[src/hdl/spq_pkg.sv]
// Shared types and constants for the stable priority queue.
package spq_pkg;

    localparam int DEPTH_DEFAULT = 16;
    localparam int PRIO_W        = 2;
    localparam int TAG_W         = 32;
    localparam int AGE_W         = 8;

    typedef enum logic [1:0] {
        OP_INSERT = 2'd0,
        OP_REMOVE = 2'd1,
        OP_CLEAR  = 2'd2,
        OP_LIST   = 2'd3
    } opcode_t;

    typedef enum logic [1:0] {
        ST_OK    = 2'd0,
        ST_FULL  = 2'd1,
        ST_EMPTY = 2'd2
    } status_t;

    typedef enum logic [2:0] {
        CELL_HOLD,
        CELL_INSERT,
        CELL_REMOVE,
        CELL_CLEAR,
        CELL_ROTATE
    } cell_op_t;

    typedef enum logic {
        SPQ_IDLE,
        SPQ_LIST
    } spq_state_t;

    typedef struct packed {
        logic [PRIO_W-1:0] prio;
        logic [TAG_W-1:0]  tag;
        logic [AGE_W-1:0]  age;
    } entry_t;

    typedef struct packed {
        cell_op_t op;
        entry_t   ins;
    } cell_cmd_t;

endpackage

[src/hdl/spq_cell.sv]
// One slot of the sorted chain: holds an entry and trades it with its neighbors.
module spq_cell
(
    input  logic               clk,
    input  logic               rst_n,
    input  spq_pkg::cell_cmd_t cmd,
    input  spq_pkg::entry_t    head_entry,
    input  spq_pkg::entry_t    left_entry,
    input  logic               left_valid,
    input  logic               left_goes,
    input  spq_pkg::entry_t    right_entry,
    input  logic               right_valid,
    output spq_pkg::entry_t    entry,
    output logic               valid,
    output logic               goes
);

    spq_pkg::entry_t entry_reg;
    spq_pkg::entry_t entry_next;
    logic            valid_reg;
    logic            valid_next;

    // The new entry sorts ahead of this slot when the slot is empty or less urgent.
    assign goes = !valid_reg || (entry_reg.prio > cmd.ins.prio);

    always_comb
    begin
        entry_next = entry_reg;
        valid_next = valid_reg;
        case (cmd.op)
            spq_pkg::CELL_INSERT:
            begin
                if (left_goes)
                begin
                    entry_next = left_entry;
                    valid_next = left_valid;
                end
                else if (goes)
                begin
                    entry_next = cmd.ins;
                    valid_next = 1'b1;
                end
            end
            spq_pkg::CELL_REMOVE:
            begin
                entry_next = right_entry;
                valid_next = right_valid;
            end
            spq_pkg::CELL_CLEAR:
            begin
                valid_next = 1'b0;
            end
            spq_pkg::CELL_ROTATE:
            begin
                // tail slot wraps the head around; empty slots hold
                if (valid_reg)
                begin
                    entry_next = right_valid ? right_entry : head_entry;
                end
            end
            default:
            begin
                entry_next = entry_reg;
                valid_next = valid_reg;
            end
        endcase
    end

    always_ff @(posedge clk or negedge rst_n)
    begin
        if (!rst_n)
        begin
            valid_reg <= 1'b0;
        end
        else
        begin
            valid_reg <= valid_next;
        end
    end

    always_ff @(posedge clk)
    begin
        entry_reg <= entry_next;
    end

    assign entry = entry_reg;
    assign valid = valid_reg;

endmodule

[src/hdl/stable_priority_queue.sv]
// Stable priority queue top level: chain of sorted cells, command decode, result register.
//
// Command channel (cmd_valid / cmd_stall) carries one operation per beat:
// insert, remove head, clear all or list. Result channel (res_valid /
// res_stall) returns status, rank, entry fields and a last flag.
// Priority 0 is served first; equal priorities leave in arrival order.
// For insert, remove and clear, the chain of DEPTH cells compares and
// shifts in parallel, and the single result beat is valid the cycle
// after the command beat. A new command is taken every cycle while
// the result register drains and no list is in progress.
// List on a queue of n entries gives n beats, one per cycle, by rotating
// the occupied cells through the head slot; it stalls the command channel
// until its last beat is loaded, and leaves the queue as it was.
// Reset empties the queue and drops any pending result. While the result
// receiver stalls, the result register holds its beat and the command
// channel stalls too; listing pauses without losing its place.
module stable_priority_queue
#(
    parameter int DEPTH = spq_pkg::DEPTH_DEFAULT
)
(
    input  logic                           clk,
    input  logic                           rst_n,
    input  logic                           cmd_valid,
    output logic                           cmd_stall,
    input  logic [1:0]                     opcode,
    input  logic [spq_pkg::PRIO_W-1:0]     priority_class,
    input  logic [spq_pkg::TAG_W-1:0]      entry_tag,
    input  logic [spq_pkg::AGE_W-1:0]      entry_age,
    output logic                           res_valid,
    input  logic                           res_stall,
    output logic [1:0]                     status,
    output logic [$clog2(DEPTH+1)-1:0]     rank,
    output logic [spq_pkg::PRIO_W-1:0]     out_priority,
    output logic [spq_pkg::TAG_W-1:0]      out_tag,
    output logic [spq_pkg::AGE_W-1:0]      out_age,
    output logic                           last
);

    localparam int CW = $clog2(DEPTH + 1);

    spq_pkg::spq_state_t state_reg;
    spq_pkg::spq_state_t state_next;
    logic [CW-1:0]       occ_reg;
    logic [CW-1:0]       occ_next;
    logic [CW-1:0]       rank_ctr_reg;
    logic [CW-1:0]       rank_ctr_next;

    logic                res_valid_reg;
    logic                res_valid_next;
    spq_pkg::status_t    res_status_reg;
    spq_pkg::status_t    res_status_next;
    logic [CW-1:0]       res_rank_reg;
    logic [CW-1:0]       res_rank_next;
    spq_pkg::entry_t     res_entry_reg;
    spq_pkg::entry_t     res_entry_next;
    logic                res_last_reg;
    logic                res_last_next;

    spq_pkg::cell_cmd_t  cell_cmd;
    spq_pkg::entry_t     cell_entry [DEPTH];
    logic [DEPTH-1:0]    cell_valid;
    logic [DEPTH-1:0]    cell_goes;
    spq_pkg::entry_t     ins_entry;
    spq_pkg::opcode_t    op;
    logic                slot_free;
    logic                cmd_accept;
    logic                load_res;
    logic                list_done;

    assign op        = spq_pkg::opcode_t'(opcode);
    assign slot_free = !res_valid_reg || !res_stall;
    assign cmd_accept = cmd_valid && !cmd_stall;
    assign list_done = (rank_ctr_reg == occ_reg);

    assign ins_entry.prio = priority_class;
    assign ins_entry.tag  = entry_tag;
    assign ins_entry.age  = entry_age;

    for (genvar i = 0; i < DEPTH; i++)
    begin : g_cell
        spq_pkg::entry_t l_entry;
        spq_pkg::entry_t r_entry;
        logic            l_valid;
        logic            l_goes;
        logic            r_valid;

        if (i == 0)
        begin : g_first
            assign l_entry = '0;
            assign l_valid = 1'b0;
            assign l_goes  = 1'b0;
        end
        else
        begin : g_mid_l
            assign l_entry = cell_entry[i-1];
            assign l_valid = cell_valid[i-1];
            assign l_goes  = cell_goes[i-1];
        end

        if (i == DEPTH - 1)
        begin : g_lastc
            assign r_entry = '0;
            assign r_valid = 1'b0;
        end
        else
        begin : g_mid_r
            assign r_entry = cell_entry[i+1];
            assign r_valid = cell_valid[i+1];
        end

        spq_cell u_cell
        (
            .clk         (clk),
            .rst_n       (rst_n),
            .cmd         (cell_cmd),
            .head_entry  (cell_entry[0]),
            .left_entry  (l_entry),
            .left_valid  (l_valid),
            .left_goes   (l_goes),
            .right_entry (r_entry),
            .right_valid (r_valid),
            .entry       (cell_entry[i]),
            .valid       (cell_valid[i]),
            .goes        (cell_goes[i])
        );
    end

    // next state
    always_comb
    begin
        state_next = state_reg;
        case (state_reg)
            spq_pkg::SPQ_IDLE:
            begin
                if (cmd_accept && (op == spq_pkg::OP_LIST) && (occ_reg != '0))
                begin
                    state_next = spq_pkg::SPQ_LIST;
                end
            end
            spq_pkg::SPQ_LIST:
            begin
                if (slot_free && list_done)
                begin
                    state_next = spq_pkg::SPQ_IDLE;
                end
            end
            default:
            begin
                state_next = spq_pkg::SPQ_IDLE;
            end
        endcase
    end

    // outputs and datapath control
    always_comb
    begin
        cmd_stall       = 1'b1;
        cell_cmd.op     = spq_pkg::CELL_HOLD;
        cell_cmd.ins    = ins_entry;
        occ_next        = occ_reg;
        rank_ctr_next   = rank_ctr_reg;
        load_res        = 1'b0;
        res_status_next = spq_pkg::ST_OK;
        res_rank_next   = '0;
        res_entry_next  = '0;
        res_last_next   = 1'b1;
        case (state_reg)
            spq_pkg::SPQ_IDLE:
            begin
                cmd_stall = !slot_free;
                if (cmd_valid && slot_free)
                begin
                    load_res = 1'b1;
                    case (op)
                        spq_pkg::OP_INSERT:
                        begin
                            if (occ_reg == CW'(DEPTH))
                            begin
                                res_status_next = spq_pkg::ST_FULL;
                            end
                            else
                            begin
                                cell_cmd.op = spq_pkg::CELL_INSERT;
                                occ_next    = occ_reg + 1'b1;
                            end
                        end
                        spq_pkg::OP_REMOVE:
                        begin
                            if (occ_reg == '0)
                            begin
                                res_status_next = spq_pkg::ST_EMPTY;
                            end
                            else
                            begin
                                res_entry_next = cell_entry[0];
                                cell_cmd.op    = spq_pkg::CELL_REMOVE;
                                occ_next       = occ_reg - 1'b1;
                            end
                        end
                        spq_pkg::OP_CLEAR:
                        begin
                            cell_cmd.op = spq_pkg::CELL_CLEAR;
                            occ_next    = '0;
                        end
                        spq_pkg::OP_LIST:
                        begin
                            if (occ_reg == '0)
                            begin
                                res_status_next = spq_pkg::ST_EMPTY;
                            end
                            else
                            begin
                                // first beat comes from the list state
                                load_res      = 1'b0;
                                rank_ctr_next = CW'(1);
                            end
                        end
                        default:
                        begin
                            load_res = 1'b0;
                        end
                    endcase
                end
            end
            spq_pkg::SPQ_LIST:
            begin
                if (slot_free)
                begin
                    load_res       = 1'b1;
                    res_rank_next  = rank_ctr_reg;
                    res_entry_next = cell_entry[0];
                    res_last_next  = list_done;
                    cell_cmd.op    = spq_pkg::CELL_ROTATE;
                    rank_ctr_next  = rank_ctr_reg + 1'b1;
                end
            end
            default:
            begin
                cmd_stall = 1'b1;
            end
        endcase
    end

    assign res_valid_next = load_res ? 1'b1 : (res_valid_reg && res_stall);

    always_ff @(posedge clk or negedge rst_n)
    begin
        if (!rst_n)
        begin
            state_reg     <= spq_pkg::SPQ_IDLE;
            occ_reg       <= '0;
            rank_ctr_reg  <= '0;
            res_valid_reg <= 1'b0;
        end
        else
        begin
            state_reg     <= state_next;
            occ_reg       <= occ_next;
            rank_ctr_reg  <= rank_ctr_next;
            res_valid_reg <= res_valid_next;
        end
    end

    // hold the beat until it is taken
    always_ff @(posedge clk)
    begin
        if (load_res)
        begin
            res_status_reg <= res_status_next;
            res_rank_reg   <= res_rank_next;
            res_entry_reg  <= res_entry_next;
            res_last_reg   <= res_last_next;
        end
    end

    assign res_valid    = res_valid_reg;
    assign status       = res_status_reg;
    assign rank         = res_rank_reg;
    assign out_priority = res_entry_reg.prio;
    assign out_tag      = res_entry_reg.tag;
    assign out_age      = res_entry_reg.age;
    assign last         = res_last_reg;

`ifndef SYNTHESIS
    a_occ_bound: assert property (@(posedge clk) disable iff (!rst_n)
        occ_reg <= CW'(DEPTH))
        else $error("occupancy beyond depth");

    a_valid_match: assert property (@(posedge clk) disable iff (!rst_n)
        $countones(cell_valid) == 32'(occ_reg))
        else $error("cell valid bits disagree with occupancy");

    a_partial_in_list: assert property (@(posedge clk) disable iff (!rst_n)
        res_valid_reg && !res_stall && !res_last_reg |-> state_reg == spq_pkg::SPQ_LIST)
        else $error("non-final beat outside a list");

    a_rank_ok: assert property (@(posedge clk) disable iff (!rst_n)
        res_valid_reg && (res_rank_reg != '0) |-> res_status_reg == spq_pkg::ST_OK)
        else $error("ranked beat with bad status");

    a_full_keeps: assert property (@(posedge clk) disable iff (!rst_n)
        cmd_accept && (op == spq_pkg::OP_INSERT) && (occ_reg == CW'(DEPTH))
        |=> $stable(occ_reg) && $stable(cell_valid))
        else $error("refused insert changed the queue");
`endif

endmodule
[config.mk]
export PLATFORM = sky130hd
export DESIGN_NAME = stable_priority_queue
export DESIGN_NICKNAME = d
export VERILOG_FILES = /design/src/hdl/spq_pkg.sv /design/src/hdl/spq_cell.sv /design/src/hdl/stable_priority_queue.sv
export SDC_FILE = /design/constraint.sdc
export NUM_CORES = 2
export LEC_CHECK = 0
export CAP_MARGIN = 20
export CORE_AREA = 10 10 299 301
export DETAILED_ROUTE_END_ITERATION = 8
export DIE_AREA = 0 0 309 311
export DONT_BUFFER_PORTS = 1
export GPL_TIMING_DRIVEN = 0
export MAX_ROUTING_LAYER = met4
export RECOVER_POWER = 100
export SYNTH_ARGS = -nofsm -noshare
export SYNTH_HDL_FRONTEND = slang
export SYNTH_SLANG_ARGS = --single-unit
export TNS_END_PERCENT = 100
[constraint.sdc]
create_clock -name clk -period 6.7 [get_ports clk]
set_input_delay 0.67 -clock clk [delete_from_list [all_inputs] [get_ports clk]]
set_output_delay 0.67 -clock clk [all_outputs]
set_load 0.005 [all_outputs]
==> impl_metrics.json <==
{
  "setup_viol": 0,
  "status": "finished with violations",
  "internal-power_mw": 17.9,
  "whs_endpoint": "res_valid",
  "cts_tree": "done",
  "p_leak_nw": 16.8,
  "wl_met3_um": 22800,
  "cts_sinks": 750,
  "grt_usage_pct": 38.2,
  "yosysMostFrequentCell": "nand2_1",
  "num_rows": 106,
  "drc": 0,
  "hold_violations": 0,
  "final_net_count": 4405,
  "grt_pass1_vias": 35700,
  "dieArea_mm2": 0.0961,
  "power_frac_comb_pct": 53.4,
  "hpwlAfterDp_um": 135000,
  "drive_above_1_share_pct": 6.26,
  "synth_flop_cell": "edfxtp_1",
  "power_density_mw_per_mm2": 714,
  "async_flop_share_pct": 3.73,
  "fin_cells": 5500,
  "postCtsSetupRepairBufs": 0,
  "highest_layer": "met4",
  "criticalPathCategory": "reg -> reg",
  "start_util_pct": 49.7,
  "arrival_ns": 6.16,
  "routabilityCongestion": 0.969,
  "yosys.area.top_type_share_pct": 52.3,
  "cts_resized": 0,
  "hold_class": "in -> reg",
  "finalPower_mw": 33.4,
  "cts_root_buffer": "clkbuf_16",
  "cts_buffers": 86,
  "syn_avg_cell_area_um2": 9.97,
  "htreeDepth": 3,
  "fin_crit_ns": 5.79,
  "synthTopCellsByCount": "nand2_1 (1,241), edfxtp_1 (722), a21oi_1 (600)",
  "area_delta_synth_final_pct": 12.9,
  "syn-num-nets": 4240,
  "whs_path_depth": 2,
  "grt_max_degree": 29,
  "rsz0062_at_grt": "no",
  "die_y_um": 311,
  "maxSlewViolCount": 55,
  "clock_latency_ns": 0.68,
  "worstReg2RegEnd": "g_cell[3].u_cell.entry[30]",
  "yosys.area.top_type": "edfxtp_1",
  "drt.antenna.violating_nets": 0,
  "place_area_mm2": 0.0442,
  "ir_drop_v": 0.000365,
  "synth-seq-cells": 750,
  "holdCritStartpoint": "cmd_valid",
  "port_buffers": 0,
  "clk_pin_slew_ns": 0.06,
  "ys_top_cells_by_area": "edfxtp_1 (52%), a221o_1 (14%), nand2_1 (11%)",
  "maxCapViolations": 3,
  "power.switching_mw": 15.5,
  "vias_per_cell": 7.03,
  "ios": 100,
  "yosysSeqAreaShare_pct": 54.0,
  "rrSetupSlack_ns": 0.91,
  "clock.fmax_ghz": 0.173,
  "largest_register_ffs": 672,
  "drt_wl_total_um": 184000,
  "cp.required_ns": 7.06,
  "worstReg2RegStart": "res_valid",
  "pwr-share-clk_pct": 14.2,
  "wl_per_cell_um": 33.5,
  "cp-end-kind": "flip-flop",
  "violations": "max-capacitance violations, max-slew violations",
  "start_kind": "flip-flop",
  "met2_length_um": 77200,
  "first_pass_iters": 9,
  "p_sw_share_pct": 46.5,
  "critPathMaxFanout": 14,
  "ys_warn_count": 0,
  "drt-met1-wl_um": 70400,
  "grt-ovfl-total": 0,
  "die_w_um": 309,
  "num-fill-cells": 7486,
  "synth_cell_types": 49,
  "antenna_found_initial": 12,
  "syn_area_mm2": 0.0414,
  "skew_ns": 0.0177,
  "grt_pass1_wl_um": 261000,
  "drtIter0Drc": 6473,
  "vias": 38600,
  "core_area_mm2": 0.0833,
  "synth_edf_count": 722,
  "seqPwrFrac_pct": 32.4,
  "clockBufferDepth": 3,
  "worst_slew_pin_slew_ns": 3.07,
  "dp.cells": 5305,
  "postSynthCellCount": 4155,
  "r2r_cells": 9,
  "design_area_mm2": 0.0468,
  "maxSlewHeadroom_pct": -107,
  "fin_crit_sh_pct": 86.4
}
power by group through the flow:
stage / registers, mW / clock network [mW] / logic [mW]
finish: 10.8 / 4.74 / 17.8
global route: 11.0 / 4.89 / 18.7
CTS: 10.7 / 4.72 / 17.2
detailed placement: 10.8 / 0 / 17.0
global placement: 11.2 / 0 / 15.8
floorplan: 10.3 / 0 / 10.5
metrics by stage:
stage | hold WS [ns] | setup WS [ns] | util (%) | setup TNS, ns
global placement | 0.375 | -4.80 | 51.4 | -2532.21
global route | 0.230 | 0.914 | 56.1 | 0
detailed placement | 0.375 | 1.60 | 53.1 | 0
CTS | 0.202 | 1.97 | 56.4 | 0
floorplan | 0.374 | 0.436 | - | 0
finish | 0.200 | 0.909 | 56.2 | 0
per-layer routing:
layer / vias to the layer above / GRT usage [%]
met3: 549 / 9.26
met5: - / -
met1: 19000 / 50.2
met2: 3147 / 52.6
met4: 0 / 23.7
li1: 15900 / -
layout by cell type, fill, tap and decap left out, types with 5 or more instances in the layout:
master / count
o221ai_1: 15
and2_1: 15
a31oi_1: 8
and3_1: 15
a311oi_4: 12
clkinv_1: 28
a22oi_1: 5
a32oi_1: 7
o21ai_1: 6
nor2_1: 31
buf_16: 7
nor2b_1: 16
mux2_2: 43
buf_2: 20
buf_8: 37
nand3_1: 6
bufinv_16: 6
nand2_1: 1241
and2_0: 35
a21oi_1: 592
xor2_1: 7
a21oi_2: 8
diode_2: 28
buf_6: 13
clkinv_2: 10
o21ai_0: 52
ha_1: 36
clkbuf_1: 453
inv_1: 27
dfrtp_1: 28
o21ai_2: 6
buf_1: 81
clkbuf_16: 86
clkinv_8: 5
a221o_1: 574
nand2b_1: 19
edfxtp_1: 722
a21o_1: 15
mux2i_1: 56
worst max-delay path, stage by stage, from the launching register on:
cell and delay (ns):
dfrtp_1 0.45, a21oi_1 0.40, nand2_1 0.25, o21ai_0 0.81, clkbuf_1 0.87, nor2_1 0.57, a311oi_4 0.79, clkbuf_1 0.80
buf_8 0.28, buf_8 0.21
repair_timing:
action                                 CTS  global route
endpoints found under the hold margin   28             0
hold buffers                             2             0
setup endpoints to repair                0             0
cell type report:
type	count	area [um^2]	share of cell area [%]
clock buffers	109	2260	4.83
plain buffers	520	1980	4.24
flip-flops and latches	750	22400	47.8
repair buffers	77	1030	2.20
multi-input cells	2858	17200	36.7
inverters	27	101	0.217
well taps	1080	1350	2.89
diodes	28	70.1	0.150
clock inverters	51	434	0.928
how the worst max path moves through the flow:
| stage | from | endpoint | depth (start not counted) |
|---|---|---|---|
| floorplan | priority_class[1] | g_cell[8].u_cell.entry[0] | 8 |
| global placement | priority_class[1] | g_cell[2].u_cell.entry[28] | 8 |
| CTS | g_cell[0].u_cell.entry[40] | g_cell[1].u_cell.entry[27] | 10 |
| global route | res_valid | g_cell[13].u_cell.entry[10] | 9 |
| detailed placement | priority_class[1] | g_cell[1].u_cell.entry[28] | 9 |
| finish | res_valid | g_cell[3].u_cell.entry[30] | 9 |
cell families (layout without fill, tap and decap cells):
group | Yosys count | count (layout) | share of synthesized area, %
multiplexers | 99 | 99 | 2.52
flip-flops | 750 | 750 | 54.0
AND/OR/NAND/NOR | 1392 | 1392 | 13.3
XOR/XNOR | 11 | 11 | 0.233
other | 0 | 28 | 0
adder cells (fa/ha/maj) | 37 | 37 | 1.14
buffers and inverters | 547 | 784 | 5.22
AO/OA/AOI/OAI | 1319 | 1319 | 23.6
(Power assumes the default switching activity.)
